File: src/speck64_128_block_cipher_assert.svh
// Assertion macros for the cipher block.
// Each one is clocked on aclk and is held off while aresetn is low.
`ifndef SPECK64_128_BLOCK_CIPHER_ASSERT_SVH
`define SPECK64_128_BLOCK_CIPHER_ASSERT_SVH

`ifndef SYNTHESIS

// Check a property at every clock edge
`define SPK_ASSERT(lbl, prop) \
    lbl: assert property (@(posedge aclk) disable iff (!aresetn) (prop)) \
        else $error("assertion failed");

// The consequent must hold in the cycle after the antecedent
`define SPK_ASSERT_NEXT(lbl, ante, cons) \
    lbl: assert property (@(posedge aclk) disable iff (!aresetn) (ante) |=> (cons)) \
        else $error("assertion failed");

`else

`define SPK_ASSERT(lbl, prop)
`define SPK_ASSERT_NEXT(lbl, ante, cons)

`endif

`endif

File: src/spk_pkg.sv
package spk_pkg;

    // Word size and rotation amounts of the 64/128 variant
    localparam int WORD_W    = 32;
    localparam int ROT_A     = 8;
    localparam int ROT_B     = 3;

    // Key registers on the write port
    localparam int KEY_WORDS = 4;
    localparam int CFG_IDX_W = 3;

    typedef logic [WORD_W-1:0] word_t;

    typedef enum logic {
        OP_ENC = 1'b0,
        OP_DEC = 1'b1
    } opcode_t;

endpackage

File: src/spk_round.sv
// One ARX round, forward or inverse. Shared by key expansion and the cipher.
module spk_round (
    input  spk_pkg::word_t a_in,     // left word
    input  spk_pkg::word_t b_in,     // right word
    input  spk_pkg::word_t k_in,     // round key
    input  logic           inv_in,   // high for the inverse round
    output spk_pkg::word_t a_out,
    output spk_pkg::word_t b_out
);
    import spk_pkg::*;

    word_t fwd_a;
    word_t fwd_b;
    word_t inv_a;
    word_t inv_b;
    word_t inv_diff;
    word_t xor_ab;

    // Forward: left = (ror8(left) + right) ^ k, right = rol3(right) ^ left
    always_comb begin
        fwd_a = ({a_in[ROT_A-1:0], a_in[WORD_W-1:ROT_A]} + b_in) ^ k_in;
        fwd_b = {b_in[WORD_W-ROT_B-1:0], b_in[WORD_W-1:WORD_W-ROT_B]} ^ fwd_a;
    end

    // Inverse: undo the xor and rotate on the right word, then the add
    always_comb begin
        xor_ab   = b_in ^ a_in;
        inv_b    = {xor_ab[ROT_B-1:0], xor_ab[WORD_W-1:ROT_B]};
        inv_diff = (a_in ^ k_in) - inv_b;
        inv_a    = {inv_diff[WORD_W-ROT_A-1:0], inv_diff[WORD_W-1:WORD_W-ROT_A]};
    end

    assign a_out = inv_in ? inv_a : fwd_a;
    assign b_out = inv_in ? inv_b : fwd_b;

endmodule

File: src/speck64_128_block_cipher.sv
// Channel   Dir  Handshake            Payload
// s_        in   s_tvalid / s_tready  s_tdata: in_left, in_right; s_tuser: opcode
// m_        out  m_tvalid / m_tready  m_tdata: out_left, out_right
// cfg_      in   cfg_wr_en            cfg_index, cfg_data (key words 0..3)
//
// An item runs its NUM_ROUNDS rounds through the single shared round unit and
// then returns to idle; one item at a time.
// After reset and after each key-word write the round keys are re-expanded on
// the same round unit, during which s_tready is low.
// A result waits in the output register; the final round stalls only if that
// register is still full when it is due. Reset is synchronous, active low.
`include "speck64_128_block_cipher_assert.svh"

module speck64_128_block_cipher #(
    parameter int NUM_ROUNDS = 27
) (
    input  logic                          aclk,
    input  logic                          aresetn,
    input  logic                          s_tvalid,
    output logic                          s_tready,
    input  logic [63:0]                   s_tdata,    // in_left [31:0], in_right [63:32]
    input  logic [0:0]                    s_tuser,    // opcode [0]
    output logic                          m_tvalid,
    input  logic                          m_tready,
    output logic [63:0]                   m_tdata,    // out_left [31:0], out_right [63:32]
    input  logic                          cfg_wr_en,
    input  logic [spk_pkg::CFG_IDX_W-1:0] cfg_index,
    input  spk_pkg::word_t                cfg_data
);
    import spk_pkg::*;

    localparam int CW = (NUM_ROUNDS > 1) ? $clog2(NUM_ROUNDS) : 1;
    localparam logic [CW-1:0] LAST_RND = CW'(NUM_ROUNDS - 1);
    localparam logic [CW-1:0] LAST_EXP = CW'((NUM_ROUNDS > 1) ? NUM_ROUNDS - 2 : 0);

    typedef enum logic [1:0] {
        ST_LOAD,
        ST_EXPAND,
        ST_IDLE,
        ST_RUN
    } state_t;

    state_t         state_reg;
    logic [CW-1:0]  cnt_reg;
    opcode_t        op_reg;
    word_t          a_reg;
    word_t          b_reg;
    word_t          w1_reg;
    word_t          w2_reg;
    word_t          out_left_reg;
    word_t          out_right_reg;
    logic           m_tvalid_reg;
    word_t          key_reg [KEY_WORDS];
    word_t          rk_mem  [NUM_ROUNDS];

    logic           cfg_hit;
    logic           out_free;
    logic [CW-1:0]  rk_idx;
    word_t          rk_word;
    word_t          rnd_k;
    logic           rnd_inv;
    word_t          rnd_a;
    word_t          rnd_b;

    assign cfg_hit  = cfg_wr_en && (cfg_index < CFG_IDX_W'(KEY_WORDS));
    assign out_free = !m_tvalid_reg || m_tready;

    // Key registers; writes beyond the list are dropped
    always_ff @(posedge aclk) begin
        if (!aresetn) begin
            for (int i = 0; i < KEY_WORDS; i++) begin
                key_reg[i] <= '0;
            end
        end else if (cfg_wr_en) begin
            for (int i = 0; i < KEY_WORDS; i++) begin
                if (cfg_index == CFG_IDX_W'(i)) begin
                    key_reg[i] <= cfg_data;
                end
            end
        end
    end

    // Round key store: first key on load, one new key per expansion step
    always_ff @(posedge aclk) begin
        if (state_reg == ST_LOAD) begin
            rk_mem[0] <= key_reg[0];
        end else if (state_reg == ST_EXPAND) begin
            rk_mem[cnt_reg + CW'(1)] <= rnd_b;
        end
    end

    // Decrypt walks the keys backwards
    assign rk_idx  = (op_reg == OP_DEC) ? (LAST_RND - cnt_reg) : cnt_reg;
    assign rk_word = rk_mem[rk_idx];

    // Expansion keys each step with its own index
    assign rnd_k   = (state_reg == ST_EXPAND) ? {{(WORD_W - CW){1'b0}}, cnt_reg} : rk_word;
    assign rnd_inv = (state_reg == ST_RUN) && (op_reg == OP_DEC);

    spk_round u_round (
        .a_in   (a_reg),
        .b_in   (b_reg),
        .k_in   (rnd_k),
        .inv_in (rnd_inv),
        .a_out  (rnd_a),
        .b_out  (rnd_b)
    );

    // Sequencer: key expansion, then rounds on each item
    always_ff @(posedge aclk) begin
        if (!aresetn) begin
            state_reg    <= ST_LOAD;
            cnt_reg      <= '0;
            m_tvalid_reg <= 1'b0;
        end else begin
            if (m_tvalid_reg && m_tready) begin
                m_tvalid_reg <= 1'b0;
            end
            case (state_reg)
                ST_LOAD: begin
                    // window holds key words 1..3, the low word rides in b
                    a_reg     <= key_reg[1];
                    w1_reg    <= key_reg[2];
                    w2_reg    <= key_reg[3];
                    b_reg     <= key_reg[0];
                    cnt_reg   <= '0;
                    state_reg <= (NUM_ROUNDS > 1) ? ST_EXPAND : ST_IDLE;
                end
                ST_EXPAND: begin
                    // roll the window: updated word goes to the back
                    a_reg   <= w1_reg;
                    w1_reg  <= w2_reg;
                    w2_reg  <= rnd_a;
                    b_reg   <= rnd_b;
                    cnt_reg <= cnt_reg + CW'(1);
                    if (cnt_reg == LAST_EXP) begin
                        state_reg <= ST_IDLE;
                    end
                end
                ST_IDLE: begin
                    if (s_tvalid) begin
                        a_reg     <= s_tdata[31:0];
                        b_reg     <= s_tdata[63:32];
                        op_reg    <= opcode_t'(s_tuser[0]);
                        cnt_reg   <= '0;
                        state_reg <= ST_RUN;
                    end
                end
                ST_RUN: begin
                    if (cnt_reg != LAST_RND) begin
                        a_reg   <= rnd_a;
                        b_reg   <= rnd_b;
                        cnt_reg <= cnt_reg + CW'(1);
                    end else if (out_free) begin
                        // final round lands straight in the output register
                        out_left_reg  <= rnd_a;
                        out_right_reg <= rnd_b;
                        m_tvalid_reg  <= 1'b1;
                        state_reg     <= ST_IDLE;
                    end
                end
                default: begin
                    state_reg <= ST_LOAD;
                end
            endcase
            // a key change restarts the expansion
            if (cfg_hit) begin
                state_reg <= ST_LOAD;
            end
        end
    end

    assign s_tready = (state_reg == ST_IDLE);
    assign m_tvalid = m_tvalid_reg;
    assign m_tdata  = {out_right_reg, out_left_reg};

    `SPK_ASSERT_NEXT(a_accept_starts_run, s_tvalid && s_tready && !cfg_hit, state_reg == ST_RUN)
    `SPK_ASSERT_NEXT(a_cfg_reloads, cfg_hit, state_reg == ST_LOAD)
    `SPK_ASSERT(a_cnt_range, cnt_reg <= LAST_RND)
    `SPK_ASSERT(a_result_from_run, $rose(m_tvalid_reg) |-> ($past(state_reg) == ST_RUN))

endmodule
File: config.mk
export PLATFORM = sky130hd
export DESIGN_NAME = speck64_128_block_cipher
export DESIGN_NICKNAME = d
export VERILOG_FILES = /design/src/spk_pkg.sv /design/src/spk_round.sv /design/src/speck64_128_block_cipher.sv
export VERILOG_INCLUDE_DIRS = /design/src /design/src/src
export SDC_FILE = /design/constraint.sdc
export NUM_CORES = 2
export LEC_CHECK = 0
export BUFFER_PORTS_ARGS = -buffer_cell sky130_fd_sc_hd__buf_2
export CORE_MARGIN = 4
export CORE_UTILIZATION = 46
export DETAILED_ROUTE_END_ITERATION = 8
export SYNTH_ARGS = -nofsm -noshare
export SYNTH_HDL_FRONTEND = slang
export SYNTH_SLANG_ARGS = --single-unit
File: constraint.sdc
create_clock -name aclk -period 17.93 [get_ports aclk]
set_clock_uncertainty 0.05 [all_clocks]
set_input_delay 5.379 -clock aclk [delete_from_list [all_inputs] [get_ports aclk]]
set_output_delay 5.379 -clock aclk [all_outputs]
set_load 0.01 [all_outputs]
* Word level (Yosys, flattened, before mapping)
Memories as Yosys holds them, arrays and structs flattened.
Index checks and enable logic that the tools add are counted.
** Storage, ports and cells
- Bits in writable memories :: 992
- Memories kept :: 2
- Register bits :: 201
** Cells by class
- $add $sub $neg :: 4
- Reductions and logical operators :: 16
- Order comparisons :: 1
- Bitwise logic cells :: 10
- Mux-type cells :: 53
- Eq/ne operators :: 13
** Memories
- rk_mem :: depth 27, bits a word 32, read ports 1, clocked after memory_dff 0, write ports 1, RTL line speck64_128_block_cipher.sv:54 : word_t rk_mem [NUM_ROUNDS];
- key_reg :: depth 4, bits a word 32, read ports 4, clocked after memory_dff 0, write ports 4, RTL line speck64_128_block_cipher.sv:53 : word_t key_reg [KEY_WORDS];
** Operators by type and width (count)
- $mux W32 :: 12
- $pmux W32 S4 :: 2
- $pmux W32 S2 :: 2
- $xor A32 B32 Y32 :: 4
- $add A32 B32 Y32 :: 1
- $reduce_or A32 Y1 :: 1
- $sub A32 B32 Y32 :: 1
- $mux W1 :: 27
- $mux W5 :: 4
- $pmux W5 S4 :: 1
- $mux W2 :: 4
- $pmux W2 S4 :: 1
- $reduce_and A4 Y1 :: 2
- $eq A3 B2 Y1 const B :: 2
- $ne A2 B2 Y1 const B :: 3
- $reduce_and A3 Y1 :: 2
- $add A5 B1 Y5 const B :: 1
- $eq A5 B5 Y1 const B :: 1
- $ne A5 B5 Y1 const B :: 1
- $sub A5 B5 Y5 const A :: 1
- $eq A2 B2 Y1 const B :: 2
- $ne A2 B1 Y1 const B :: 2
- $or A1 B1 Y1 :: 4
- $reduce_and A2 Y1 :: 2
- 11 further kinds :: 14

* Depth between registers and ports, before layout
An unclocked memory read counts as a cell.
- Depth after elaboration :: 9
- Depth in mapped cells :: 30
- Depth with buffers taken out :: 21

* Modules after synthesis
Synthesis repeated with hierarchy kept, for this count alone.
** Second synthesis, totals
- Cell total of the unflattened synthesis :: 3260
- Area, all modules :: 52019.9 sq um
** Modules (own cells, without submodules)
- speck64_128_block_cipher :: cells each 2583, sequential area each 35744.3 sq um, instances 1, area each 46960.0 sq um
- spk_round :: cells each 677, sequential area each 0.0 sq um, instances 1, area each 5059.9 sq um

* Worst setup path after synthesis
No wires, ideal clock.
- Path type :: input -> register
- Start point :: input aresetn
- End point :: register out_left_reg[0] (enable)
- Setup time :: 0.565 ns
- Stages :: 3
- Slack :: 7.314 ns
- Buffers on the path :: 1
- Arrival :: 10.001 ns
- Cell sequence :: inv_1 clkbuf_1 nor3_1
** Between the ends
- Word-level cells in the longest chain between the ends :: 1
** RTL lines
- from (decl) :: RTL line speck64_128_block_cipher.sv:18 : input logic aresetn,
- $reduce_and A4 Y1 (no source line)
- to (signal assigned) :: RTL line speck64_128_block_cipher.sv:156 : out_left_reg <= rnd_a;
- to (decl) :: RTL line speck64_128_block_cipher.sv:50 : word_t out_left_reg;
Every way passes these cells.
A chain may end at the register's enable or synchronous reset.

* Worst setup path in the final report
- Start point :: register cnt_reg[0]
- End point :: register a_reg[22] (data pin)
** Between the ends
- Word-level cells in the longest chain between the ends :: 9
- Elaborated cells between the ends (all ways) :: 10
** RTL lines
- from (decl) :: RTL line speck64_128_block_cipher.sv:44 : logic [CW-1:0] cnt_reg;
- from (signal assigned) :: RTL line speck64_128_block_cipher.sv:135 : cnt_reg <= cnt_reg + CW'(1);
- from (signal assigned) :: RTL line speck64_128_block_cipher.sv:153 : cnt_reg <= cnt_reg + CW'(1);
- $sub A5 B5 Y5 :: RTL line speck64_128_block_cipher.sv:93 : assign rk_idx = (op_reg == OP_DEC) ? (LAST_RND - cnt_reg) : cnt_reg;
- $mux W5 :: RTL line speck64_128_block_cipher.sv:93
- $mem_v2 Z27 W32
- $mux W32 (*) :: RTL line speck64_128_block_cipher.sv:97 : assign rnd_k = (state_reg == ST_EXPAND) ? {{(WORD_W - CW){1'b0}}, cnt_reg} : rk_word;
- $xor A32 B32 Y32 :: RTL line spk_round.sv:29 : inv_diff = (a_in ^ k_in) - inv_b;
- $sub A32 B32 Y32 :: RTL line spk_round.sv:29
- $mux W32 (*) :: RTL line spk_round.sv:33 : assign a_out = inv_in ? inv_a : fwd_a;
- named net rnd_a[22] :: RTL line speck64_128_block_cipher.sv:62 : word_t rnd_a;
- $mux W32 (*) :: RTL line speck64_128_block_cipher.sv:150 : if (cnt_reg != LAST_RND) begin
- $pmux W32 S4 (*) :: RTL line speck64_128_block_cipher.sv:119 : case (state_reg)
- to (signal assigned) :: RTL line speck64_128_block_cipher.sv:122 : a_reg <= key_reg[1];
- to (signal assigned) :: RTL line speck64_128_block_cipher.sv:131 : a_reg <= w1_reg;
- to (signal assigned) :: RTL line speck64_128_block_cipher.sv:151 : a_reg <= rnd_a;
- to (decl) :: RTL line speck64_128_block_cipher.sv:46 : word_t a_reg;
The timed path passes the listed nets; every way through them passes the cells marked *. The select of a mux whose other input is x is not followed.

==> run_results.csv <==
group,metric,value,unit
sta,whs,453,ps
route,routed-via-count,30903,
cells_and_area,final_nets,3679,
worst_setup_path,slowest_delay,900,ps
power_and_ir_drop,powerDensity,122,nW/um2
worst_setup_path,rrSetupSlack,9040,ps
global_routing,grt_remaining_overflow,0,
clock_network,hold_buffers,0,
global_routing,antenna_found_initial,5,
worst_setup_path,crit_family,"compound AO/OA/AOI/OAI gates",
worst_setup_path,r2r_cells,21,
cells_and_area,fillers,9229,
yosys,avgSynthCellArea,15.9,um2
yosys,synth-seq-cells,1193,
clock_network,cts_tree,"done",
hold_path,min_from,"key_reg[0][123]",
yosys,synth_top_cells_by_count,"edfxtp_1, nand2_1, mux4_2",
floorplan,fp.dieW,345,um
floorplan,start_util,46.4,%
worst_setup_path,worstSetupStartpointType,"register",
global_routing,grt_pass1_wl,221000,um
floorplan,pin_count,171,
sta,setup_violations,0,
worst_setup_path,reg2reg_to,"a_reg[22]",
sta,finalSetupTns,0,ps
worst_setup_path,crit_type,"reg -> reg",
route,drt-total-wl,155000,um
clock_network,cts-root-buf,"clkbuf_16",
route,detail_route.wl_per_cell,30.4,um
route,drt_iter0_drc,3427,
sta,period_needed,8890,ps
floorplan,rows,123,
worst_setup_path,path_max_fanout,67,
route,firstDrtPassIters,5,
sta,maxSlewViolCount,0,
global_routing,gr-usage-all-layers,26.0,%
yosys,synthCells,3288,
power_and_ir_drop,power_leakage,20.2,nW
sta,hold_viol,0,
placed_design,gp_congestion,0.951,
route,drc,0,
placed_design,io_buffers,170,
worst_setup_path,required,18340,ps
clock_network,cts_resized,0,
floorplan,die-area,119000,um2
yosys,synth_warnings,0,
yosys,synthFlopType,"edfxtp_1",
yosys,synth_edf_count,1185,
route,vias_per_cell,6.05,
cells_and_area,largest_reg_flops,864,
hold_path,holdPathStages,2,
yosys,synth_top_area_cell,"edfxtp_1",
power_and_ir_drop,peakVddDrop,86.0,uV
yosys,ys_seq_area_share,68.5,%
cells_and_area,drive_gt1_share,20.4,%
global_routing,grt_max_degree,107,
clock_network,cts_setup_buffers,0,
worst_setup_path,arrival,9300,ps
worst_setup_path,crit_buf_inv,3,
clock_network,cts_buffers,119,
yosys,synth_top_area_share,68.1,%
flow_run,drv_cap,0,
global_routing,grt_pass1_vias,30624,
clock_network,cts.sinks,1193,
status,status,"completed",
sta,tightest_slew,1260,ps
clock_network,cts_htree_levels,3,
floorplan,die_y,345,um
clock_network,clock_latency,730,ps
sta,min_period_over_period,49.6,%
placed_design,hpwlAfterDp,99300,um
hold_path,holdPathEnd,"w2_reg[27]",
yosys,synth_most_common_cell,"edfxtp_1",
worst_setup_path,reg2reg_from,"cnt_reg[0]",
worst_setup_path,path_cells,"inv_1 > ha_1 > mux2_8 > buf_4 > mux4_2 > mux4_2 > a22oi_1 > o21ai_1 > xnor2_1 > ha_1 > inv_1 > fa_1 > a21o_1 > a21oi_1 > o21ai_0 > a2111oi_0 > nor2_1 > o41ai_1 > xor2_1 > o21ai_1 > mux4_2",
sta,slew_headroom,16.0,%
yosys,synthTopCellsByArea,"edfxtp_1, mux4_2, nand2_1, xnor2_1, mux2i_1",
route,ant_nets,0,
clock_network,path_clk_slew,70,ps
yosys,syn_area,52200,um2
clock_network,clockBufferDepth,3,
sta,fmax,113,MHz
worst_setup_path,crit_top_cell,"mux4_2",
worst_setup_path,worstSetupEndpointType,"register",
yosys,syn-num-nets,3464,
yosys,ys_async_sr_fraction,0,%
yosys,synth.distinct_cells,75,
floorplan,core,113000,um2
sta,rsz0062_at_grt,"no",
hold_path,hp-class,"reg -> reg",
cells_and_area,areaGrowthSynthToFinish,13.4,%
worst_setup_path,crit_slowest_cell,"a2111oi_0",
-- layout by cell type (no fill, tap or decap), drive strengths merged, types with 50 or more instances in the layout --
cell    synthesis  routed
ha             69      69
xnor2         122     122
clkinv          1      54
o21ai         131     131
mux2i         102     102
a21oi         149     149
mux4          209     209
clkbuf         90     153
edfxtp       1185    1185
nor2          151     151
xor2           58      58
nand3          50      50
and2          134     134
nand2         325     325
buf            77     261
-- worst max-delay path by stage --
stage | start | end | slack, ps | cells after the start
floorplan | aresetn | out_left_reg[0] | 7310 | 3
detailed placement | cnt_reg[0] | a_reg[22] | 9200 | 21
CTS | cnt_reg[0] | a_reg[22] | 9190 | 21
global route | cnt_reg[0] | a_reg[22] | 8450 | 21
global placement | cnt_reg[0] | a_reg[22] | 9180 | 21
finish | cnt_reg[0] | a_reg[22] | 9040 | 21
-- per-layer routing --
layer | vias to the layer above | routed length (um) | track usage, %
met1 | 16120 | 67200 | 38.7
li1 | 13174 | - | -
met5 | - | 7 | 0
met2 | 1390 | 71300 | 39.8
met3 | 217 | 12800 | 4.92
met4 | 2 | 3800 | 6.54
-- layout make-up --
cell class / instances / area [um2] / area share [%]
antenna: 1 / 2.50 / 0.00423
clock buffer: 153 / 3150 / 5.32
clock inverter: 68 / 729 / 1.23
inverter: 45 / 169 / 0.285
multi-input combinational: 1883 / 16000 / 27.0
sequential: 1193 / 35800 / 60.4
tap: 1500 / 1880 / 3.17
timing repair buffer: 261 / 1560 / 2.63
-- power by group --
group	internal, mW	switching [mW]	leakage, nW
clock	1.41	1.06	1.89
sequential	3.35	0.0679	11.0
combinational	0.433	0.881	7.35
-- through the flow --
stage / instance area (um2) / instances / utilization, % / power [mW] / setup WS, ps
5_1_grt: 59200 / 5103 / 52.6 / 7.46 / 8450
6_report: 59200 / 5104 / 52.6 / 7.20 / 9040
3_5_place_dp: 55300 / 4882 / 49.1 / 4.76 / 9200
4_1_cts: 59200 / 5103 / 52.6 / 7.22 / 9190
3_3_place_gp: 55300 / 4882 / 49.1 / 4.73 / 9180
2_1_floorplan: 52200 / 3288 / - / 4.25 / 7310
-- kinds of logic after synthesis --
logic type / count (synthesis) / synth area share, %
mux: 336 / 11.5
flops: 1193 / 68.5
compound gates: 531 / 6.38
buf+inv: 212 / 1.78
simple gates: 753 / 6.62
xor+xnor: 192 / 3.54
fa+ha+maj: 71 / 1.73
-- worst reg2reg max path: cells and delay by family (launching register included) --
| family | cells | cell delay, ps |
|---|---|---|
| buffers and inverters | 3 | 1080 |
| adder cells (fa/ha/maj) | 3 | 1130 |
| AND/OR/NAND/NOR | 1 | 120 |
| multiplexers | 4 | 2210 |
| AO/OA/AOI/OAI | 8 | 2940 |
| flip-flops | 1 | 650 |
| XOR/XNOR | 2 | 470 |
Power figures use the tool's default switching activity.
